`config.mk`:
```
export PLATFORM = sky130hd
export DESIGN_NAME = keypad_code_lock_controller
export DESIGN_NICKNAME = d
export VERILOG_FILES = /design/src/rtl/kcl_pkg.sv /design/src/rtl/keypad_code_lock_controller.sv
export SDC_FILE = /design/constraint.sdc
export NUM_CORES = 1
export LEC_CHECK = 0
export ABC_AREA = 1
export BUFFER_PORTS_ARGS = -buffer_cell sky130_fd_sc_hd__buf_2
export CAP_MARGIN = 20
export CORE_MARGIN = 1
export CORE_UTILIZATION = 40
export DETAILED_ROUTE_END_ITERATION = 12
export SYNTH_ARGS = -nofsm -noshare
export SYNTH_HDL_FRONTEND = slang
export SYNTH_SLANG_ARGS = --single-unit
```
`constraint.sdc`:
```
create_clock -name aclk -period 2.56 [get_ports aclk]
set_input_delay 0.384 -clock aclk [delete_from_list [all_inputs] [get_ports aclk]]
set_output_delay 0.384 -clock aclk [all_outputs]
set_load 0.1 [all_outputs]
```
`src/rtl/kcl_pkg.sv`:
```
// ----------------------------------------------------------------------------
// kcl_pkg: keypad code lock definitions
// Phase, key and indication codes, display patterns and the digit decoder
// for the lock controller, several of them also used by its checker.
// ----------------------------------------------------------------------------
package kcl_pkg;

    localparam int CODE_DIGITS_DEF = 2;

    localparam logic [7:0] CURSOR_PERIOD_RST = 8'd38;

    typedef enum logic [1:0] {
        PH_IDLE   = 2'd0,
        PH_SET    = 2'd1,
        PH_VERIFY = 2'd2,
        PH_SPARE  = 2'd3
    } phase_t;

    localparam logic CMD_KEY  = 1'b0;
    localparam logic CMD_TICK = 1'b1;

    localparam logic [3:0] KEY_STAR = 4'd10;
    localparam logic [3:0] KEY_HASH = 4'd11;
    localparam logic [3:0] KEY_MAX_DIGIT = 4'd9;

    localparam logic [2:0] IND_NONE          = 3'd0;
    localparam logic [2:0] IND_SET_REJECT    = 3'd1;
    localparam logic [2:0] IND_VERIFY_REJECT = 3'd2;
    localparam logic [2:0] IND_STORED        = 3'd3;
    localparam logic [2:0] IND_MATCH         = 3'd4;
    localparam logic [2:0] IND_MISMATCH      = 3'd5;

    localparam logic [6:0] SEG_DASH  = 7'h40;
    localparam logic [6:0] SEG_UNDER = 7'h08;
    localparam logic [6:0] SEG_BLANK = 7'h00;

    function automatic logic [6:0] digit_segs(input logic [3:0] d);
        logic [6:0] s;
        case (d)
            4'd0:    s = 7'h3F;
            4'd1:    s = 7'h06;
            4'd2:    s = 7'h5B;
            4'd3:    s = 7'h4F;
            4'd4:    s = 7'h66;
            4'd5:    s = 7'h6D;
            4'd6:    s = 7'h7D;
            4'd7:    s = 7'h07;
            4'd8:    s = 7'h7F;
            4'd9:    s = 7'h6F;
            default: s = SEG_BLANK;
        endcase
        return s;
    endfunction

endpackage

```
`src/rtl/keypad_code_lock_controller.sv`:
```
// ----------------------------------------------------------------------------
// keypad_code_lock_controller: two-display keypad code lock
// Takes decoded key presses and timer ticks, stores a code, checks attempts
// and returns the display patterns, an indication code and the lamp level.
// ----------------------------------------------------------------------------
// Usage
//   Input channel (s_*): one request per key press or timer tick; s_command
//   selects which, s_key_code carries the key (ignored on a tick).
//   Result channel (m_*): exactly one result per request, in order.
//   Configuration: cfg_wr_en with cfg_wr_data writes cursor_period at once;
//   write it only while no request is in flight.
//   Latency: a result is valid the cycle after its request is accepted.
//   Throughput: one request per cycle while the receiver keeps m_ready high;
//   the whole state update is a single pass of logic from the state registers into the result register.
//   Stall: while the receiver holds m_ready low the result register holds
//   and s_ready drops; the request in it is taken as soon as m_ready rises,
//   and a new request is accepted in that same cycle.
//   Reset: aresetn (synchronous, active low) returns to idle with "--"
//   shown, an empty result register and cursor_period = 38.
// ----------------------------------------------------------------------------
module keypad_code_lock_controller #(
    parameter int CODE_DIGITS = kcl_pkg::CODE_DIGITS_DEF
) (
    input  logic       aclk,
    input  logic       aresetn,

    input  logic       cfg_wr_en,
    input  logic [7:0] cfg_wr_data,

    input  logic       s_valid,
    output logic       s_ready,
    input  logic       s_command,
    input  logic [3:0] s_key_code,

    output logic       m_valid,
    input  logic       m_ready,
    output logic [6:0] m_left_segments,
    output logic [6:0] m_right_segments,
    output logic [2:0] m_indication,
    output logic       m_verify_led,
    output logic [1:0] m_phase_out
);

    localparam int POS_W = (CODE_DIGITS > 1) ? $clog2(CODE_DIGITS) : 1;
    localparam logic [POS_W-1:0] POS_LAST = POS_W'(CODE_DIGITS - 1);

    // state
    logic [7:0]           cursor_period_reg;
    kcl_pkg::phase_t      phase_reg, phase_next;
    logic [POS_W-1:0]     pos_reg, pos_next;
    logic [3:0]           code_reg [CODE_DIGITS];
    logic [3:0]           last_digit_reg, last_digit_next;
    logic                 mismatch_reg, mismatch_next;
    logic                 cursor_en_reg, cursor_en_next;
    logic                 cursor_vis_reg, cursor_vis_next;
    logic [7:0]           tick_count_reg, tick_count_next;
    logic                 lamp_reg, lamp_next;
    logic [6:0]           left_reg, left_next;
    logic [6:0]           right_reg, right_next;
    logic                 code_wr;
    logic [2:0]           ind_next;

    // result register
    logic                 m_valid_reg;
    logic [6:0]           m_left_reg, m_right_reg;
    logic [2:0]           m_ind_reg;
    logic                 m_lamp_reg;
    logic [1:0]           m_phase_reg;

    logic                 accept;
    logic                 is_digit;
    logic                 any_mismatch;
    logic [7:0]           tick_inc;

    assign s_ready = !m_valid_reg || m_ready;
    assign accept  = s_valid && s_ready;

    assign is_digit     = (s_key_code <= kcl_pkg::KEY_MAX_DIGIT);
    assign any_mismatch = mismatch_reg || (code_reg[pos_reg] != s_key_code);
    assign tick_inc     = tick_count_reg + 8'd1;

    always_comb begin
        phase_next      = phase_reg;
        pos_next        = pos_reg;
        last_digit_next = last_digit_reg;
        mismatch_next   = mismatch_reg;
        cursor_en_next  = cursor_en_reg;
        cursor_vis_next = cursor_vis_reg;
        tick_count_next = tick_count_reg;
        lamp_next       = lamp_reg;
        left_next       = left_reg;
        right_next      = right_reg;
        code_wr         = 1'b0;
        ind_next        = kcl_pkg::IND_NONE;

        if (s_command == kcl_pkg::CMD_TICK) begin
            if (cursor_en_reg) begin
                tick_count_next = tick_inc;
                if (tick_inc >= cursor_period_reg) begin
                    tick_count_next = 8'd0;
                    left_next       = cursor_vis_reg ? kcl_pkg::SEG_UNDER : kcl_pkg::SEG_BLANK;
                    right_next      = left_next;
                    cursor_vis_next = !cursor_vis_reg;
                end
            end
        end else begin
            unique case (phase_reg)
                kcl_pkg::PH_SET, kcl_pkg::PH_VERIFY: begin
                    if (s_key_code == kcl_pkg::KEY_STAR || s_key_code == kcl_pkg::KEY_HASH) begin
                        if (phase_reg == kcl_pkg::PH_SET) begin
                            ind_next  = kcl_pkg::IND_SET_REJECT;
                            lamp_next = 1'b0;
                        end else begin
                            ind_next  = kcl_pkg::IND_VERIFY_REJECT;
                            lamp_next = 1'b1;
                        end
                    end else if (is_digit) begin
                        // show the previous digit left (a cursor on the first digit), the new one right
                        left_next  = (pos_reg == '0) ? kcl_pkg::SEG_UNDER
                                                     : kcl_pkg::digit_segs(last_digit_reg);
                        right_next = kcl_pkg::digit_segs(s_key_code);
                        if (pos_reg == '0) begin
                            cursor_en_next = 1'b0;
                        end
                        last_digit_next = s_key_code;
                        pos_next        = pos_reg + POS_W'(1);
                        if (phase_reg == kcl_pkg::PH_SET) begin
                            code_wr = 1'b1;
                            if (pos_reg == POS_LAST) begin
                                ind_next       = kcl_pkg::IND_STORED;
                                phase_next     = kcl_pkg::PH_VERIFY;
                                lamp_next      = 1'b1;
                                pos_next       = '0;
                                mismatch_next  = 1'b0;
                                cursor_en_next = 1'b1;
                                left_next      = kcl_pkg::SEG_UNDER;
                                right_next     = kcl_pkg::SEG_UNDER;
                            end
                        end else begin
                            mismatch_next = any_mismatch;
                            if (pos_reg == POS_LAST) begin
                                pos_next      = '0;
                                mismatch_next = 1'b0;
                                if (!any_mismatch) begin
                                    ind_next       = kcl_pkg::IND_MATCH;
                                    phase_next     = kcl_pkg::PH_IDLE;
                                    cursor_en_next = 1'b0;
                                    left_next      = kcl_pkg::SEG_DASH;
                                    right_next     = kcl_pkg::SEG_DASH;
                                end else begin
                                    ind_next       = kcl_pkg::IND_MISMATCH;
                                    lamp_next      = 1'b1;
                                    cursor_en_next = 1'b1;
                                    left_next      = kcl_pkg::SEG_UNDER;
                                    right_next     = kcl_pkg::SEG_UNDER;
                                end
                            end
                        end
                    end
                end
                default: begin
                    // idle: only star opens code entry
                    if (s_key_code == kcl_pkg::KEY_STAR) begin
                        phase_next     = kcl_pkg::PH_SET;
                        pos_next       = '0;
                        mismatch_next  = 1'b0;
                        cursor_en_next = 1'b1;
                        left_next      = kcl_pkg::SEG_UNDER;
                        right_next     = kcl_pkg::SEG_UNDER;
                    end
                end
            endcase
        end
    end

    always_ff @(posedge aclk) begin
        if (!aresetn) begin
            cursor_period_reg <= kcl_pkg::CURSOR_PERIOD_RST;
            phase_reg         <= kcl_pkg::PH_IDLE;
            pos_reg           <= '0;
            last_digit_reg    <= 4'd0;
            mismatch_reg      <= 1'b0;
            cursor_en_reg     <= 1'b0;
            cursor_vis_reg    <= 1'b1;
            tick_count_reg    <= 8'd0;
            lamp_reg          <= 1'b0;
            left_reg          <= kcl_pkg::SEG_DASH;
            right_reg         <= kcl_pkg::SEG_DASH;
            m_valid_reg       <= 1'b0;
            for (int i = 0; i < CODE_DIGITS; i++) begin
                code_reg[i] <= 4'd0;
            end
        end else begin
            if (cfg_wr_en) begin
                cursor_period_reg <= cfg_wr_data;
            end
            if (accept) begin
                phase_reg      <= phase_next;
                pos_reg        <= pos_next;
                last_digit_reg <= last_digit_next;
                mismatch_reg   <= mismatch_next;
                cursor_en_reg  <= cursor_en_next;
                cursor_vis_reg <= cursor_vis_next;
                tick_count_reg <= tick_count_next;
                lamp_reg       <= lamp_next;
                left_reg       <= left_next;
                right_reg      <= right_next;
                if (code_wr) begin
                    code_reg[pos_reg] <= s_key_code;
                end
            end
            if (accept) begin
                m_valid_reg <= 1'b1;
            end else if (m_ready) begin
                m_valid_reg <= 1'b0;
            end
        end
    end

    // result payload: load on accept, hold otherwise
    always_ff @(posedge aclk) begin
        if (accept) begin
            m_left_reg  <= left_next;
            m_right_reg <= right_next;
            m_ind_reg   <= ind_next;
            m_lamp_reg  <= lamp_next;
            m_phase_reg <= (phase_next == kcl_pkg::PH_SPARE) ? 2'(kcl_pkg::PH_IDLE)
                                                             : 2'(phase_next);
        end
    end

    assign m_valid          = m_valid_reg;
    assign m_left_segments  = m_left_reg;
    assign m_right_segments = m_right_reg;
    assign m_indication     = m_ind_reg;
    assign m_verify_led     = m_lamp_reg;
    assign m_phase_out      = m_phase_reg;

endmodule

```
== Yosys cells after proc, flatten, opt, wreduce, memory -nomap -nowiden ==
Memory sizes are Yosys's and may differ from the RTL's. A register that Yosys moved wholly into a read port is not among the register bits.
Cells that the tools add are included.

* Bits in writable memories: 8
* Output and inout bits: 22
* Bits in registers: 58
* Memory bits (read-only): 112
* Memories kept: 2
* Bits of input ports: 18

* Reduce and logical (&&, ||, !) cells: 15
* Eq/ne operators: 9
* Bitwise operators: 2
* Muxes and demuxes: 83
* Order comparisons: 2
* Add/subtract/negate cells: 2

{| class="wikitable"
|+ Memory list
! memory !! words !! bits a word !! rd ports !! clocked after memory_dff !! wr ports !! RTL line !! text
|-
| (no name shown) || 16 || 7 || 1 || 0 || 0 || kcl_pkg.sv:39 || <nowiki>case (d)</nowiki>
|-
| code_reg || 2 || 4 || 1 || 1 || 2 || keypad_code_lock_controller.sv:51 || <nowiki>logic [3:0] code_reg [CODE_DIGITS];</nowiki>
|}

{| class="wikitable"
|+ Operator list
! operator !! count
|-
| two-way mux 7 bit || 20
|-
| two-way mux 1 bit || 45
|-
| two-way mux 2 bit || 11
|-
| two-way mux 3 bit || 4
|-
| adder 8 x 1 -> 8 bit (second input constant) || 1
|-
| equality test 4 bit (second input constant) || 2
|-
| greater-or-equal comparator 8 bit || 1
|-
| two-way mux 4 bit || 2
|-
| two-way mux 8 bit || 1
|-
| AND reduction 6 bit || 1
|-
| AND reduction 5 bit || 1
|-
| equality test 2 bit (second input constant) || 2
|-
| less-or-equal comparator 4 bit (second input constant) || 1
|-
| != test 2 bit (second input constant) || 2
|-
| != test 4 bit || 1
|-
| AND reduction 4 bit || 1
|-
| nonzero test 2 bit || 2
|-
| OR reduction 2 bit || 2
|-
| OR reduction 4 bit || 1
|-
| logical OR 1 bit || 3
|-
| != test 3 bit (second input constant) || 1
|-
| AND reduction 3 bit || 1
|-
| equality test 2 x 1 -> 1 bit (second input constant) || 1
|-
| zero test 1 bit || 2
|-
| 3 further kinds || 4
|}

== Logic depth before layout (Yosys ltp) ==
Gate-level depths: netlist of run 1.

* Depth in word-level cells: 12
* Gate-level depth with buffers: 18

== Worst setup path before layout of run 1 ==
Ideal clock, no wire load.

* Path type: flip-flop to flip-flop
* Start point: reg m_valid_reg, in the netlist m_valid
* End point: reg lamp_reg
* Setup slack: -0.944 ns
* Setup time: 0.137 ns
* Required time: 2.423 ns
* Arrival time: 3.367 ns
* Stages on the path, launching flop included: 6
* Cell sequence: dfxtp_1 nand2_1 nand2_1 clkinv_1 o21ai_0 a21oi_1

* Cells in the longest elaborated chain, start to end: 3

{| class="wikitable"
|+ Ends and longest elaborated chain
! what !! RTL line !! text
|-
| start: declaration || keypad_code_lock_controller.sv:64 || <nowiki>logic m_valid_reg;</nowiki>
|-
| start signal: assignment || keypad_code_lock_controller.sv:189 || <nowiki>m_valid_reg <= 1'b0;</nowiki>
|-
| start signal: assignment || keypad_code_lock_controller.sv:213 || <nowiki>m_valid_reg <= 1'b1;</nowiki>
|-
| start signal: assignment || keypad_code_lock_controller.sv:215 || <nowiki>m_valid_reg <= 1'b0;</nowiki>
|-
| zero test 1 bit || keypad_code_lock_controller.sv:75 || <nowiki>assign s_ready = !m_valid_reg || m_ready;</nowiki>
|-
| logical OR 1 bit || keypad_code_lock_controller.sv:75 ||
|-
| named net s_ready || keypad_code_lock_controller.sv:31 || <nowiki>output logic s_ready,</nowiki>
|-
| logical AND 1 bit || keypad_code_lock_controller.sv:76 || <nowiki>assign accept = s_valid && s_ready;</nowiki>
|-
| named net accept || keypad_code_lock_controller.sv:70 || <nowiki>logic accept;</nowiki>
|-
| end signal: assignment || keypad_code_lock_controller.sv:205 || <nowiki>lamp_reg <= lamp_next;</nowiki>
|-
| end: declaration || keypad_code_lock_controller.sv:57 || <nowiki>logic lamp_reg, lamp_next;</nowiki>
|}

The timed path passes the listed nets, and every way through them passes these cells.
A chain may end at the register's enable or synchronous reset.

== Worst setup path in the final report of run 1 ==
* Start point: reg tick_count_reg[0]
* End point: reg left_reg[3]

* Cells in the longest elaborated chain, start to end: 5

{| class="wikitable"
|+ Ends and longest elaborated chain
! what !! RTL line !! text
|-
| start: declaration || keypad_code_lock_controller.sv:56 || <nowiki>logic [7:0] tick_count_reg, tick_count_next;</nowiki>
|-
| start signal: assignment || keypad_code_lock_controller.sv:204 || <nowiki>tick_count_reg <= tick_count_next;</nowiki>
|-
| adder 8 x 1 -> 8 bit || keypad_code_lock_controller.sv:80 || <nowiki>assign tick_inc = tick_count_reg + 8'd1;</nowiki>
|-
| greater-or-equal comparator 8 bit || keypad_code_lock_controller.sv:99 || <nowiki>if (tick_inc >= cursor_period_reg) begin</nowiki>
|-
| two-way mux 7 bit || keypad_code_lock_controller.sv:99 ||
|-
| two-way mux 7 bit || keypad_code_lock_controller.sv:97 || <nowiki>if (cursor_en_reg) begin</nowiki>
|-
| two-way mux 7 bit || keypad_code_lock_controller.sv:96 || <nowiki>if (s_command == kcl_pkg::CMD_TICK) begin</nowiki>
|-
| named net left_next[3] || keypad_code_lock_controller.sv:58 || <nowiki>logic [6:0] left_reg, left_next;</nowiki>
|-
| end signal: assignment || keypad_code_lock_controller.sv:187 || <nowiki>left_reg <= kcl_pkg::SEG_DASH;</nowiki>
|-
| end signal: assignment || keypad_code_lock_controller.sv:206 || <nowiki>left_reg <= left_next;</nowiki>
|-
| end: declaration || keypad_code_lock_controller.sv:58 ||
|}

The timed path passes the listed nets, and every way through them passes these cells.

==> results.cfg, run 1 <==
[status]
status = finished, final reports clean

[synth]
syn_nets = 479
synth_edf_count = 28
yosys.area_share.simple = 0.228
synth_top_family_by_area = simple AND/OR/NAND/NOR gates
yosysMostFrequentCell = nand2_1
syn_inst = 443
synthDistinctLibCells = 34
syn_area_um2 = 3460
async_reset_ff_frac = 0
synth_top_flop_cell = dfxtp_1
yosysTopAreaCell = edfxtp_1
synth-seq-area-share = 0.468
avgSynthCellArea_um2 = 7.82
synthTopCellsByCount = nand2_1 (102), inv_1 (70), a21oi_1 (44), dfxtp_1 (39), o21ai_0 (36)
synth_compound_area_frac = 0.138
yosys.area_share.xor_xnor = 0.0126
synth_top_area_share = 0.243
synth_seq_cells = 67
ys_warn_count = 0
synth_fa_ha_area_frac = 0.0650
synthMuxAreaShare = 0
synthTopCellsByArea = edfxtp_1 (24%), dfxtp_1 (23%), nand2_1 (11%)

[die]
start_util = 0.417
dieArea_um2 = 9030
fp.coreArea_um2 = 8300
die_y_um = 95.1
die_x_um = 95.1
row_count = 33
ios = 40

[global_routing]
grt_pass1_wl_um = 12100
grt_usage = 0.178
globalRouteOverflowTotal = 0
grt_pass1_vias = 2661
antenna_found_initial = 0
grt_max_degree = 28

[cts]
clk_latency_ns = 0.35
cts_sinks = 67
cts_made_buffers = 9
clkTransAtPathRegs_ns = 0.08
cts-root-buf = clkbuf_8
cts_tree = done
h-tree-depth = 3
ctsHoldBuffers = 0
clk_path_buf_depth = 2

[power_and_ir_drop]
p_per_area_nw_per_um2 = 666
power.leakage_uw = 0.00209
power_uw = 2810
vdd_drop_max_v = 0.000360

[route]
route.vias.total = 2949
drc_errors = 0
first_pass_iters = 4
wl_per_cell_um = 12.1
ant_nets = 0
drt_iter0_drc = 115
drt_wl_total_um = 7390
via_per_inst = 4.83

[setup_path]
cp.required_ns = 2.81
worst_ep_arrival_time_ns = 2.67
path_max_fanout = 5
crit_chain = nand3_2 > nand3b_1 > nand3b_1 > xnor2_2 > ha_1 > a21oi_1 > o21a_1 > nand3_4 > nand2_4 > buf_6 > o21ai_1 > nand2_1 > nand2_1 > o21ai_1 > inv_1
timing.rr.end = left_reg[3]$_SDFFE_PN0P_
rr_worst_depth = 15
worstSetupPathType = reg2reg
start_kind = flip-flop
rrSetupSlack_ns = 0.14
cp-end-kind = flip-flop
worstReg2RegStart = tick_count_reg[0]$_SDFFE_PN0P_
max_stage_delay_ns = 0.35
cp_slowest_cell = dfxtp_2

[timing]
slew_violations = 0
slew_headroom = 0.675
whs_ns = 0.250
timing.fmax_mhz = 414
fin_crit_ns = 2.42
fin_crit_sh = 0.945
setup_violations = 0
worst_pin_slew_ns = 0.492
rsz0062_at_grt = yes
fin_skew_ns = 0.0100
hold_viol = 0

[finish]
multiInputGateArea_um2 = 1610
syn_to_final_growth_pct = 21.9
ff_latch_area_um2 = 1630
n_antenna_cell = 0
stdcell_area_um2 = 4220
layout.nets = 536
fillers = 804
finish.utilization = 0.509
drive_above_1_share = 0.206

[flow_run]
max_cap_violations = 0

[hold_path]
hp-start = cfg_wr_data[1]
holdPathEnd = cursor_period_reg[1]$_SDFFE_PN1P_
hold_path_depth = 3
min_path_type = in2reg

[place]
gp_congestion = 0.888
placed_cell_area_um2 = 3840
portBuffers = 39
dp_hpwl_um = 5320
==> per-layer routing <==
layer / share of wire / vias up / track usage
li1: - / 1564 / -
met1: 0.46 / 1335 / 0.217
met2: 0.48 / 41 / 0.295
met3: 0.043 / 9 / 0.0463
met4: 0.012 / 0 / 0.0758
met5: 0 / - / 0
==> through the flow <==
stage	instances	setup slack, ns	setup TNS, ns
2_1_floorplan	443	0.197	0
3_3_place_gp	590	0.00698	0
3_5_place_dp	590	-0.0589	-0.0819
4_1_cts	606	0.0198	0
5_1_grt	610	-0.0463	-0.165
6_report	610	0.142	0
==> worst max-delay path by stage <==
stage                                           end  depth (start not counted)  slack (ns)                            from
after detailed placement   left_reg[3]$_SDFFE_PN0P_                         16       -0.06  tick_count_reg[1]$_SDFFE_PN0P_
after CTS                  left_reg[3]$_SDFFE_PN0P_                         16        0.02  tick_count_reg[1]$_SDFFE_PN0P_
after global routing      right_reg[3]$_SDFFE_PN0P_                         17       -0.05  tick_count_reg[0]$_SDFFE_PN0P_
after floorplan               lamp_reg$_SDFFE_PN0P_                          5        0.20            m_valid$_SDFFE_PN0P_
after global placement     left_reg[3]$_SDFFE_PN0P_                         16       0.007  tick_count_reg[1]$_SDFFE_PN0P_
final                      left_reg[3]$_SDFFE_PN0P_                         15        0.14  tick_count_reg[0]$_SDFFE_PN0P_
==> critical path, delay by kind of cell, from the launching register on <==
family | cells | cell delay [ns]
simple gates | 7 | 0.83
compound gates | 4 | 0.49
fa+ha+maj | 1 | 0.33
buf+inv | 2 | 0.16
flops | 1 | 0.35
xor+xnor | 1 | 0.17
==> what timing repair did <==
| action | in CTS | in global routing |
|---|---|---|
| setup endpoints to repair | 4 | 30 |
| pin swaps | 0 | 14 |
| resized for setup | 1 | 33 |
| cloned | 0 | 0 |
| setup buffers | 0 | 4 |
==> where the power goes <==
group / total (uW) / leakage [uW] / switching [uW] / internal (uW)
Clock: 1060 / 0.000125 / 420 / 636
Combinational: 548 / 0.00136 / 421 / 127
Sequential: 1210 / 0.000605 / 27.7 / 1180
==> area by class of cell <==
| cell class | instances | share of cell area |
|---|---|---|
| tap | 105 | 0.0311 |
| multi-input combinational | 295 | 0.382 |
| clock buffer | 11 | 0.0385 |
| sequential | 67 | 0.385 |
| timing repair buffer | 53 | 0.0768 |
| inverter | 74 | 0.0661 |
| clock inverter | 5 | 0.0196 |
==> layout by cell type (no fill, tap or decap), types with 2 or more instances in the layout <==
cell | Yosys | final
nand2_1 | 102 | 94
inv_1 | 70 | 69
a21oi_1 | 44 | 44
buf_2 | 1 | 39
dfxtp_1 | 39 | 35
o21ai_0 | 36 | 30
edfxtp_1 | 28 | 28
nor2_1 | 29 | 27
nand3_1 | 30 | 27
ha_1 | 18 | 18
clkbuf_8 | 0 | 10
buf_4 | 0 | 10
nand2_2 | 2 | 8
o21ai_1 | 3 | 7
inv_2 | 3 | 4
nor2_2 | 2 | 4
nand4_1 | 4 | 4
xor2_1 | 4 | 4
dfxtp_2 | 0 | 4
o21ai_2 | 1 | 3
nand2_4 | 1 | 3
buf_6 | 0 | 3
o21a_1 | 2 | 2
clkinv_2 | 0 | 2
nand3_2 | 0 | 2
nand3b_1 | 2 | 2
nor4_1 | 2 | 2
nor3_1 | 3 | 2
clkinv_4 | 0 | 2
bufinv_16 | 0 | 2
==> kinds of logic after synthesis <==
kind of cell	after synthesis
compound gates	90
xor+xnor	5
fa+ha+maj	18
buf+inv	81
flops	67
simple gates	182
(Power assumes the default switching activity.)
==> run 2: changes to the inputs <==
--- a/config.mk
+++ b/config.mk
@@ -8,9 +8,13 @@
 export ABC_AREA = 1
 export BUFFER_PORTS_ARGS = -buffer_cell sky130_fd_sc_hd__buf_2
 export CAP_MARGIN = 20
+export CELL_PAD_IN_SITES_DETAIL_PLACEMENT = 1
+export CELL_PAD_IN_SITES_GLOBAL_PLACEMENT = 2
 export CORE_MARGIN = 1
-export CORE_UTILIZATION = 40
+export CORE_UTILIZATION = 34
+export CTS_CLUSTER_SIZE = 40
 export DETAILED_ROUTE_END_ITERATION = 12
+export PLACE_DENSITY_LB_ADDON = 0.1
 export SYNTH_ARGS = -nofsm -noshare
 export SYNTH_HDL_FRONTEND = slang
 export SYNTH_SLANG_ARGS = --single-unit
==> results.cfg, run 2 (synthesized netlist as in run 1, its figures left out) <==
[status]
status = finished, final reports clean

[cts]
cts-root-buf = clkbuf_8
h-tree-depth = 3
cts_sinks = 67
cts_made_buffers = 9
cts_setup_buffers = 0
cts_tree = done
clk_latency_ns = 0.35
clkTransAtPathRegs_ns = 0.07
clk_path_buf_depth = 2

[hold_path]
hold_path_depth = 3
holdPathEnd = cursor_period_reg[2]$_SDFFE_PN1P_
min_path_type = in2reg
hp-start = cfg_wr_data[2]

[power_and_ir_drop]
power_uw = 2650
p_int_uw = 1750
p_seq_frac = 0.455
power.leakage_uw = 0.00205
clkPwrFrac = 0.330
switching_share = 0.337
p_per_area_nw_per_um2 = 632
vdd_drop_max_v = 0.000204
p_switching_uw = 891
power_frac_comb = 0.215

[route]
drt_wl_total_um = 9040
drc_errors = 0
wl_per_cell_um = 14.1
via_per_inst = 4.79
drt_iter0_drc = 68
route.vias.total = 3068
ant_nets = 0
first_pass_iters = 4

[setup_path]
critPathTopFamily = simple AND/OR/NAND/NOR gates
path_max_fanout = 5
worstReg2RegStart = tick_count_reg[0]$_SDFFE_PN0P_
cp-end-kind = flip-flop
timing.rr.end = left_reg[0]$_SDFFE_PN0P_
rr_worst_depth = 14
rrSetupSlack_ns = 0.15
cp.required_ns = 2.84
worst-path-buf-inv = 2
worst_ep_arrival_time_ns = 2.69
worstSetupPathType = reg2reg
start_kind = flip-flop
max_stage_delay_ns = 0.37
crit_chain = nand3_2 > nand3b_1 > nand3b_1 > xnor2_2 > ha_1 > a21oi_2 > o21a_1 > nand3_2 > buf_4 > nand2_2 > nor2_1 > inv_1 > nand2_4 > nor3_4
cp_slowest_cell = dfxtp_4

[finish]
final_cell_mix = nand2_1 (98), inv_1 (70), a21oi_1 (43), buf_2 (39), dfxtp_1 (35)
layout_commonest_cell = nand2_1
stdcell_area_um2 = 4180
syn_to_final_growth_pct = 20.8
n_antenna_cell = 0
layout.nets = 538
final_cells = 640
fillers = 1256
drive_above_1_share = 0.195

[timing]
timing.fmax_mhz = 415
worst_pin_slew_ns = 0.491
finalSetupTns_ns = 0
fin_skew_ns = 0.0112
fin_crit_ns = 2.41
whs_ns = 0.242
slew_violations = 0
setup_violations = 0
rsz0062_at_grt = yes
hold_viol = 0
slew_headroom = 0.675
fin_crit_sh = 0.941

[place]
placed_cell_area_um2 = 3920
portBuffers = 39
dp_hpwl_um = 6710
place_inst = 624
gp_congestion = 0.792

[die]
row_count = 36
die_y_um = 103
ios = 40
start_util = 0.353
dieArea_um2 = 10600
fp.coreArea_um2 = 9820
die_x_um = 103

[global_routing]
grt_pass1_wl_um = 15500
grt_max_degree = 22
globalRouteOverflowTotal = 0
grt_usage = 0.192
antenna_found_initial = 0
grt_pass1_vias = 3153

[flow_run]
max_cap_violations = 0
-- run 2: cell count changes in the layout (fill, tap and decap cells not counted), sizes merged --
cell    change
buf         +2
bufinv      -1
clkinv      +1
-- run 2: how the worst max path moves through the flow --
stage / end / slack [ns] / from / cells after the start
after floorplan: lamp_reg$_SDFFE_PN0P_ / 0.20 / m_valid$_SDFFE_PN0P_ / 5
after global placement: m_left_segments[0]$_DFFE_PP_ / 0.08 / tick_count_reg[0]$_SDFFE_PN0P_ / 13
after detailed placement: left_reg[0]$_SDFFE_PN0P_ / 0.03 / tick_count_reg[0]$_SDFFE_PN0P_ / 14
after CTS: left_reg[0]$_SDFFE_PN0P_ / -0.006 / tick_count_reg[0]$_SDFFE_PN0P_ / 14
after global routing: left_reg[0]$_SDFFE_PN0P_ / -0.008 / tick_count_reg[0]$_SDFFE_PN0P_ / 14
final: left_reg[0]$_SDFFE_PN0P_ / 0.15 / tick_count_reg[0]$_SDFFE_PN0P_ / 14
-- run 2: area by class of cell --
type / count / area, um2 / share of cell area
Clock buffer: 11 / 131 / 0.0314
Clock inverter: 5 / 53.8 / 0.0129
Inverter: 74 / 279 / 0.0667
Multi-Input combinational cell: 295 / 1600 / 0.383
Sequential cell: 67 / 1630 / 0.389
Tap cell: 133 / 166 / 0.0398
Timing Repair Buffer: 55 / 323 / 0.0772
-- run 2: power groups by stage --
stage / Sequential, uW / Combinational, uW / Clock, uW
CTS: 1210 / 567 / 908
floorplan: 1420 / 239 / 0
global placement: 1230 / 559 / 0
detailed placement: 1230 / 566 / 0
finish: 1200 / 568 / 873
global route: 1210 / 629 / 950
-- run 2: what timing repair did --
action                                  4_1_cts  5_1_grt
hold endpoints to repair                      0        0
hold buffers                                  0        0
pin swaps                                     0        7
gates resized for setup                       0       24
endpoints found under the setup margin        2       33
-- run 2: worst register-to-register path: cells and delay by family, from the launching register on --
family,cells,cell delay (ns)
AND/OR/NAND/NOR,8,0.96
adder cells (fa/ha/maj),1,0.32
XOR/XNOR,1,0.17
AO/OA/AOI/OAI,2,0.26
buffers and inverters,2,0.26
flip-flops,1,0.37
-- run 2: metrics by stage --
stage / utilization / setup WS [ns]
floorplan: - / 0.197
global placement: 0.399 / 0.0828
detailed placement: 0.399 / 0.0254
CTS: 0.418 / -0.00608
global route: 0.426 / -0.00809
finish: 0.426 / 0.150
-- run 2: routing by layer --
layer | vias to the layer above | wire length [um] | global-route usage
li1 | 1565 | - | -
met1 | 1459 | 4410 | 0.245
met2 | 32 | 4300 | 0.326
met3 | 12 | 180 | 0.0319
met4 | 0 | 147 | 0.0715
met5 | - | 0 | 0
